--- src/frs_pkg.sv ---
package frs_pkg;

  // Filter and rate geometry
  localparam int TAP_COUNT   = 42;
  localparam int RATE_RATIO  = 6;
  localparam int SAMPLE_BITS = 16;
  localparam int COEF_BITS   = 18;
  localparam int COEF_FRAC   = 17;

  // Sum of |tap| is below 2^COEF_SUM_BITS, which bounds the accumulator
  localparam int COEF_SUM_BITS = 18;

  localparam int ADDR_W = $clog2(TAP_COUNT);
  localparam int TAP_W  = $clog2(TAP_COUNT);
  localparam int CNT_W  = $clog2(RATE_RATIO);
  localparam int PROD_W = SAMPLE_BITS + COEF_BITS;
  localparam int ACC_W  = SAMPLE_BITS + COEF_SUM_BITS;

  // Output gain: 6 in interpolate, 29491/2^15 (0.9) in decimate
  localparam int GAIN_W       = 16;
  localparam int DEC_GAIN_NUM = 29491;
  localparam int DEC_SHIFT    = 32;
  localparam int MUL_W        = ACC_W + GAIN_W;

  localparam logic signed [MUL_W-1:0] RND_INT = MUL_W'(1) <<< (COEF_FRAC - 1);
  localparam logic signed [MUL_W-1:0] RND_DEC = MUL_W'(1) <<< (DEC_SHIFT - 1);
  localparam logic signed [MUL_W-1:0] SAT_HI  = (MUL_W'(1) <<< (SAMPLE_BITS - 1)) - 1;
  localparam logic signed [MUL_W-1:0] SAT_LO  = -(MUL_W'(1) <<< (SAMPLE_BITS - 1));

  // Mode register codes
  localparam logic MODE_INTERP = 1'b0;
  localparam logic MODE_DECIM  = 1'b1;

  // Q0.17 low-pass taps, symmetric
  localparam logic signed [COEF_BITS-1:0] COEF [TAP_COUNT] = '{
    18'sd159,   18'sd179,   18'sd190,   18'sd169,   18'sd81,
    -18'sd109,  -18'sd416,  -18'sd821,  -18'sd1255, -18'sd1606,
    -18'sd1721, -18'sd1442, -18'sd632,  18'sd788,   18'sd2810,
    18'sd5322,  18'sd8116,  18'sd10907, 18'sd13378, 18'sd15226,
    18'sd16214, 18'sd16214, 18'sd15226, 18'sd13378, 18'sd10907,
    18'sd8116,  18'sd5322,  18'sd2810,  18'sd788,   -18'sd632,
    -18'sd1442, -18'sd1721, -18'sd1606, -18'sd1255, -18'sd821,
    -18'sd416,  -18'sd109,  18'sd81,    18'sd169,   18'sd190,
    18'sd179,   18'sd159
  };

  // Control that travels with an accumulator into the output scaler
  typedef struct packed {
    logic mode;
    logic last;
  } scale_ctl_t;

endpackage

--- src/frs_ram.sv ---
module frs_ram #(
  parameter int WIDTH = 16,
  parameter int DEPTH = 42
) (
  input  logic                     clk,
  input  logic                     we,
  input  logic [$clog2(DEPTH)-1:0] waddr,
  input  logic [WIDTH-1:0]         wdata,
  input  logic [$clog2(DEPTH)-1:0] raddr,
  output logic [WIDTH-1:0]         rdata
);

  logic [WIDTH-1:0] mem [DEPTH];

  // One write port, one registered read port
  always_ff @(posedge clk) begin
    if (we) begin
      mem[waddr] <= wdata;
    end
    rdata <= mem[raddr];
  end

endmodule

--- src/frs_scale.sv ---
module frs_scale import frs_pkg::*; (
  input  logic                          clk,
  input  logic                          rst,
  input  logic                          start,
  input  scale_ctl_t                    ctl,
  input  logic signed [ACC_W-1:0]       acc,
  output logic                          done,
  output logic signed [SAMPLE_BITS-1:0] result,
  output logic                          result_last
);

  logic                    s1_v;
  scale_ctl_t              s1_ctl;
  logic signed [MUL_W-1:0] s1_prod;
  logic signed [MUL_W-1:0] acc_ext;
  logic signed [MUL_W-1:0] gain_ext;
  logic signed [MUL_W-1:0] rnd;

  assign acc_ext  = MUL_W'(acc);
  assign gain_ext = (ctl.mode == MODE_DECIM) ? MUL_W'(DEC_GAIN_NUM) : MUL_W'(RATE_RATIO);

  // Stage 1: gain multiply
  always_ff @(posedge clk) begin
    if (rst) begin
      s1_v <= 1'b0;
    end else begin
      s1_v <= start;
    end
    if (start) begin
      s1_prod <= acc_ext * gain_ext;
      s1_ctl  <= ctl;
    end
  end

  // Round half up, then drop the fraction bits
  always_comb begin
    if (s1_ctl.mode == MODE_DECIM) begin
      rnd = (s1_prod + RND_DEC) >>> DEC_SHIFT;
    end else begin
      rnd = (s1_prod + RND_INT) >>> COEF_FRAC;
    end
  end

  // Stage 2: saturate to sample width
  always_ff @(posedge clk) begin
    if (rst) begin
      done <= 1'b0;
    end else begin
      done <= s1_v;
    end
    if (s1_v) begin
      result_last <= s1_ctl.last;
      if (rnd > SAT_HI) begin
        result <= SAT_HI[SAMPLE_BITS-1:0];
      end else if (rnd < SAT_LO) begin
        result <= SAT_LO[SAMPLE_BITS-1:0];
      end else begin
        result <= rnd[SAMPLE_BITS-1:0];
      end
    end
  end

endmodule

--- src/fir_resampler_by_six_core.sv ---
// Each filter output is one delay-line RAM read per tap (tap 0 takes the new sample directly)
// through a single multiply-accumulate, then pipeline drain, scaling and output load.
// Interpolate: six filter outputs per input word. Decimate: one word in six yields a result,
// the others are only written to the delay line. in_stall holds off words until back in idle.
// Reset (rst, synchronous) and any mode write clear the delay line at once (valid bits).
module fir_resampler_by_six_core import frs_pkg::*; (
  input  logic                          clk,
  input  logic                          rst,
  input  logic                          cfg_wen,
  input  logic                          cfg_wdata,
  input  logic                          in_valid,
  output logic                          in_stall,
  input  logic signed [SAMPLE_BITS-1:0] in_sample,
  output logic                          out_valid,
  input  logic                          out_stall,
  output logic signed [SAMPLE_BITS-1:0] out_sample,
  output logic                          last_of_run
);

  typedef enum logic [5:0] {
    ST_IDLE  = 6'b000001,
    ST_WRITE = 6'b000010,
    ST_READ  = 6'b000100,
    ST_DRAIN = 6'b001000,
    ST_SCALE = 6'b010000,
    ST_EMIT  = 6'b100000
  } state_t;

  state_t                        state;
  logic                          mode;
  logic [ADDR_W-1:0]             head;
  logic [CNT_W-1:0]              phase;
  logic [CNT_W-1:0]              push_k;
  logic signed [SAMPLE_BITS-1:0] push_smp;
  logic                          calc;
  logic [TAP_COUNT-1:0]          line_vld;
  logic [ADDR_W-1:0]             rd_addr;
  logic [TAP_W-1:0]              tap;
  logic                          rd_v;
  logic [TAP_W-1:0]              rd_tap;
  logic                          rd_ok;
  logic signed [PROD_W-1:0]      prod;
  logic                          prod_v;
  logic signed [ACC_W-1:0]       acc;

  logic                          in_take;
  logic                          out_free;
  logic                          last_push;
  logic [ADDR_W-1:0]             head_inc;
  logic [ADDR_W-1:0]             issue_addr;
  logic [ADDR_W-1:0]             issue_addr_dec;
  logic [TAP_W-1:0]              issue_tap;
  logic                          issue;
  logic [SAMPLE_BITS-1:0]        ram_rdata;
  logic signed [SAMPLE_BITS-1:0] tap_smp;
  logic                          sc_start;
  scale_ctl_t                    sc_ctl;
  logic                          sc_done;
  logic signed [SAMPLE_BITS-1:0] sc_result;
  logic                          sc_last;

  assign in_stall  = (state != ST_IDLE);
  assign in_take   = in_valid && !in_stall;
  assign out_free  = !out_valid || !out_stall;
  assign last_push = (mode == MODE_DECIM) || (push_k == CNT_W'(RATE_RATIO - 1));

  // Circular addressing: newest sample at head, older ones below it
  assign head_inc   = (head == ADDR_W'(TAP_COUNT - 1)) ? '0 : head + 1'b1;
  assign issue_addr = (state == ST_WRITE)
                    ? ((head_inc == '0) ? ADDR_W'(TAP_COUNT - 1) : head_inc - 1'b1)
                    : rd_addr;
  assign issue_addr_dec = (issue_addr == '0) ? ADDR_W'(TAP_COUNT - 1) : issue_addr - 1'b1;
  assign issue_tap  = (state == ST_WRITE) ? TAP_W'(1) : tap;
  assign issue      = ((state == ST_WRITE) && calc) || (state == ST_READ);

  frs_ram #(
    .WIDTH(SAMPLE_BITS),
    .DEPTH(TAP_COUNT)
  ) u_line (
    .clk  (clk),
    .we   (state == ST_WRITE),
    .waddr(head_inc),
    .wdata(push_smp),
    .raddr(issue_addr),
    .rdata(ram_rdata)
  );

  // Entries not written since the last clear read as zero
  assign tap_smp = rd_ok ? $signed(ram_rdata) : '0;

  assign sc_start = (state == ST_DRAIN) && !rd_v && !prod_v;
  assign sc_ctl   = '{mode: mode, last: last_push};

  frs_scale u_scale (
    .clk        (clk),
    .rst        (rst),
    .start      (sc_start),
    .ctl        (sc_ctl),
    .acc        (acc),
    .done       (sc_done),
    .result     (sc_result),
    .result_last(sc_last)
  );

  // Read, multiply, accumulate pipeline
  always_ff @(posedge clk) begin
    if (rst) begin
      rd_v   <= 1'b0;
      prod_v <= 1'b0;
    end else begin
      rd_v   <= issue;
      prod_v <= rd_v || ((state == ST_WRITE) && calc);
    end
    rd_tap <= issue_tap;
    rd_ok  <= line_vld[issue_addr];
    if (rd_v) begin
      prod <= tap_smp * COEF[rd_tap];
    end else begin
      prod <= push_smp * COEF[0];
    end
    if (state == ST_WRITE) begin
      acc <= '0;
    end else if (prod_v) begin
      acc <= acc + ACC_W'(prod);
    end
  end

  // Sequencer and delay-line bookkeeping
  always_ff @(posedge clk) begin
    if (rst) begin
      state    <= ST_IDLE;
      mode     <= MODE_INTERP;
      head     <= '0;
      phase    <= '0;
      line_vld <= '0;
    end else begin
      case (state)
        ST_IDLE: begin
          if (in_take) begin
            push_smp <= in_sample;
            push_k   <= '0;
            calc     <= (mode == MODE_INTERP) || (phase == '0);
            if (mode == MODE_DECIM) begin
              phase <= (phase == CNT_W'(RATE_RATIO - 1)) ? '0 : phase + 1'b1;
            end
            state <= ST_WRITE;
          end
        end
        ST_WRITE: begin
          head               <= head_inc;
          line_vld[head_inc] <= 1'b1;
          rd_addr            <= issue_addr_dec;
          tap                <= issue_tap + 1'b1;
          if (!calc) begin
            state <= ST_IDLE;
          end else if (issue_tap == TAP_W'(TAP_COUNT - 1)) begin
            state <= ST_DRAIN;
          end else begin
            state <= ST_READ;
          end
        end
        ST_READ: begin
          rd_addr <= issue_addr_dec;
          tap     <= tap + 1'b1;
          if (tap == TAP_W'(TAP_COUNT - 1)) begin
            state <= ST_DRAIN;
          end
        end
        ST_DRAIN: begin
          if (sc_start) begin
            state <= ST_SCALE;
          end
        end
        ST_SCALE: begin
          if (sc_done) begin
            state <= ST_EMIT;
          end
        end
        ST_EMIT: begin
          if (out_free) begin
            if (last_push) begin
              state <= ST_IDLE;
            end else begin
              push_k   <= push_k + 1'b1;
              push_smp <= '0;
              state    <= ST_WRITE;
            end
          end
        end
        default: begin
          state <= ST_IDLE;
        end
      endcase

      // Mode write clears the line and the phase
      if (cfg_wen) begin
        mode     <= cfg_wdata;
        head     <= '0;
        phase    <= '0;
        line_vld <= '0;
      end
    end
  end

  // Output word register
  always_ff @(posedge clk) begin
    if (rst) begin
      out_valid <= 1'b0;
    end else if ((state == ST_EMIT) && out_free) begin
      out_valid <= 1'b1;
    end else if (!out_stall) begin
      out_valid <= 1'b0;
    end
    if ((state == ST_EMIT) && out_free) begin
      out_sample  <= sc_result;
      last_of_run <= sc_last;
    end
  end

endmodule
--- config.mk ---
export PLATFORM = sky130hd
export DESIGN_NAME = fir_resampler_by_six_core
export DESIGN_NICKNAME = d
export VERILOG_FILES = /design/src/frs_pkg.sv /design/src/frs_ram.sv /design/src/frs_scale.sv /design/src/fir_resampler_by_six_core.sv
export SDC_FILE = /design/constraint.sdc
export NUM_CORES = 2
export LEC_CHECK = 0
export BUFFER_PORTS_ARGS = -buffer_cell sky130_fd_sc_hd__buf_2
export CORE_MARGIN = 2
export CORE_UTILIZATION = 53
export DETAILED_ROUTE_END_ITERATION = 8
export GPL_TIMING_DRIVEN = 0
export PLACE_DENSITY_LB_ADDON = 0.08
export SYNTH_ARGS = -nofsm -noshare
export SYNTH_HDL_FRONTEND = slang
export SYNTH_HIERARCHICAL = 1
export SYNTH_SLANG_ARGS = --single-unit
--- constraint.sdc ---
create_clock -name clk -period 11.8 [get_ports clk]
set_clock_uncertainty 0.15 [all_clocks]
set_input_delay 0 -clock clk [delete_from_list [all_inputs] [get_ports clk]]
set_output_delay 0 -clock clk [all_outputs]
set_load 0.005 [all_outputs]
==> out/metrics.yaml <==
status: "complete, no violations"
area_growth_pct: 11.8
crit_type: "reg -> reg"
rows: 127
endpoint_kind: "register"
drt-total-wl_mm: 170
start_util: 0.533
syn_area_um2: 63700
p_int_uw: 9570
finalCoreUtilization: 0.595
numPortBuffers: 40
core_um2: 120000
cts_tree: "yes"
yosys.area.top_type: "edfxtp_1"
synth_nets: 6338
power.share.clock: 0.177
power_frac_seq: 0.253
worst_pin_slew_ns: 1.37
num-nets-final: 6600
drive_above_1_share: 0.0994
setup_viol: 0
cp.arrival_ns: 10.28
finalPower_uw: 17000
drtIter0Drc: 2780
die_x_um: 351
required_ns: 12.22
max-slew-margin-rel: 0.0761
grt_pass1_vias: 43003
multiInputGateArea_um2: 33500
synth_area_leaders: "edfxtp_1 36%, fa_1 18%, ha_1 7.2%"
finalSetupTns_ns: 0
htreeDepth: 3
drc: 0
cts_root_buf: "clkbuf_16"
ys_seq_elements: 928
cpMaxStageDelayCell: "o31ai_1"
wl_per_cell_um: 23.1
yosys.cell_count.top_type: "edfxtp_1"
ff_latch_area_um2: 26300
dieArea_um2: 123000
place.gp.congestion: 0.962
crit_path_max_incr_delay_ns: 1.13
synth_common_cells: "774 x edfxtp_1, 730 x inv_1, 559 x fa_1, 399 x nor2_1, 365 x ha_1"
critPathMaxFanout: 10
yosysWarnings: 6
netlist-cell-type-count: 120
async_flop_share: 0
final_area_um2: 71200
io_pins: 41
leakage_uw: 0.0303
rsz0062_at_grt: "no"
vdd_drop_max_v: 0.000392
cts_buffers: 97
synthCells: 5392
ant_nets: 0
antenna_found_initial: 0
vias_per_cell: 5.67
p_sw_uw: 7410
synth.avg_cell_area_um2: 11.8
clkTransAtPathRegs_ns: 0.06
combPwrFrac: 0.569
final-max-slew-violation-count: 0
fp.dieH_um: 351
fmax_mhz: 101
hold_class: "in -> reg"
holdBufCountCts: 43
overflow: 0
post-route-period-util: 0.836
finalHoldViolations: 0
yosysTopAreaCellShare: 0.365
via_count: 41709
grt_max_degree: 27
hpwl_mm: 132
synth_edf_count: 774
synth_sequential_area_ratio: 0.413
grt_pass1_wl_mm: 258
nFillCells: 9803
ys.flop_type: "edfxtp_1"
crit_path_start_kind: "register"
cts_sinks: 928
clk_path_buf_depth: 3
grt_usage: 0.280
finalCriticalPeriod_ns: 9.86
dpl-instance-area_um2: 67600
cap_violations: 0
clkLatencyLatePin_ns: 0.74
cts_setup_buffers: 0
ctsResizeCount: 0
power_density_nw_per_um2: 238
dr.pass1.iters: 5
switching_share: 0.436
## cell families after synthesis
kind of cell	count (synthesis)	synth area share
and+or+nand+nor	1112	0.0827
buffers and inverters	974	0.0629
DFF	928	0.413
adders and majority gates	924	0.247
AOI/OAI and AO/OA	846	0.0938
muxes	375	0.0682
xor gates and xnor gates	233	0.0321
## final cells by class
| type | instances | share of cell area |
|---|---|---|
| antenna | 2 | 0.0000703 |
| clock inverter | 53 | 0.00704 |
| timing repair buffer | 163 | 0.0307 |
| tap | 1612 | 0.0283 |
| multi-input combinational | 3490 | 0.471 |
| sequential | 928 | 0.370 |
| inverter | 736 | 0.0388 |
| buffer | 238 | 0.0175 |
| clock buffer | 129 | 0.0372 |
## layout by cell type, fill, tap and decap left out, types with 66 or more instances in the layout
cell type | netlist | routed
edfxtp_1 | 774 | 774
inv_1 | 730 | 730
fa_1 | 559 | 559
ha_1 | 365 | 365
nor2_1 | 399 | 361
mux2i_1 | 306 | 306
nand2_1 | 294 | 294
a21oi_1 | 254 | 252
clkbuf_1 | 136 | 160
dfxtp_1 | 154 | 154
xnor2_1 | 144 | 144
clkbuf_16 | 0 | 99
o21ai_0 | 98 | 98
xor2_1 | 88 | 88
nand3_1 | 87 | 87
a22oi_1 | 66 | 66
## layer usage
metal  vias to the layer above  wire length, µm  global-route usage
met3                       348             8050              0.0387
met2                      1177            85400               0.494
met4                         0             7480               0.113
met1                     20965            68800               0.348
li1                      19219                -                   -
met5                         -                0                   0
## through the flow
stage	cells	hold slack, ns	worst slack (ns)
floorplan	5392	-0.0784	3.61
global placement	7044	0.0943	1.90
CTS	7349	0.0258	1.99
finish	7351	0.0892	1.94
global route	7349	0.0691	1.57
detailed placement	7124	0.101	2.00
## power groups by stage
stage / clock [µW] / sequential (µW) / combinational (µW)
floorplan: 0 / 4330 / 6830
CTS: 3070 / 4300 / 9770
global route: 3190 / 4330 / 10800
global placement: 0 / 4570 / 9200
finish: 3010 / 4300 / 9670
detailed placement: 0 / 4370 / 9700
## worst paths after layout
| path | endpoint | startpoint | cells after the start | slack [ns] |
|---|---|---|---|---|
| setup / recovery | prod[32] | rd_tap[1] | 33 | 1.94 |
| hold / removal | calc | in_valid | 4 | 0.09 |
| setup reg to reg | prod[32] | rd_tap[1] | 33 | 1.94 |
| hold reg to reg | last_of_run | u_scale/result_last | 0 | 0.24 |
## state kept, by name, indices dropped and copies added (netlist names), 2 cells and up
register and cells:
acc 34, head 6, line_vld 42, out_sample 16, phase 3, prod 34, push_k 3, push_smp 16
rd_addr 6, rd_tap 6, state 6, tap 6, u_line/mem 672, u_line/rdata 16, u_scale/result 16, u_scale/s1_ctl 2
u_scale/s1_prod 34
## worst max-delay path, delay by kind of cell (launching register included)
family | cells | cell delay, ns
adders and majority gates | 8 | 3.78
AOI/OAI and AO/OA | 10 | 2.63
and+or+nand+nor | 6 | 1.38
buffers and inverters | 9 | 1.35
DFF | 1 | 0.41
Power figures use the tool's default switching activity.
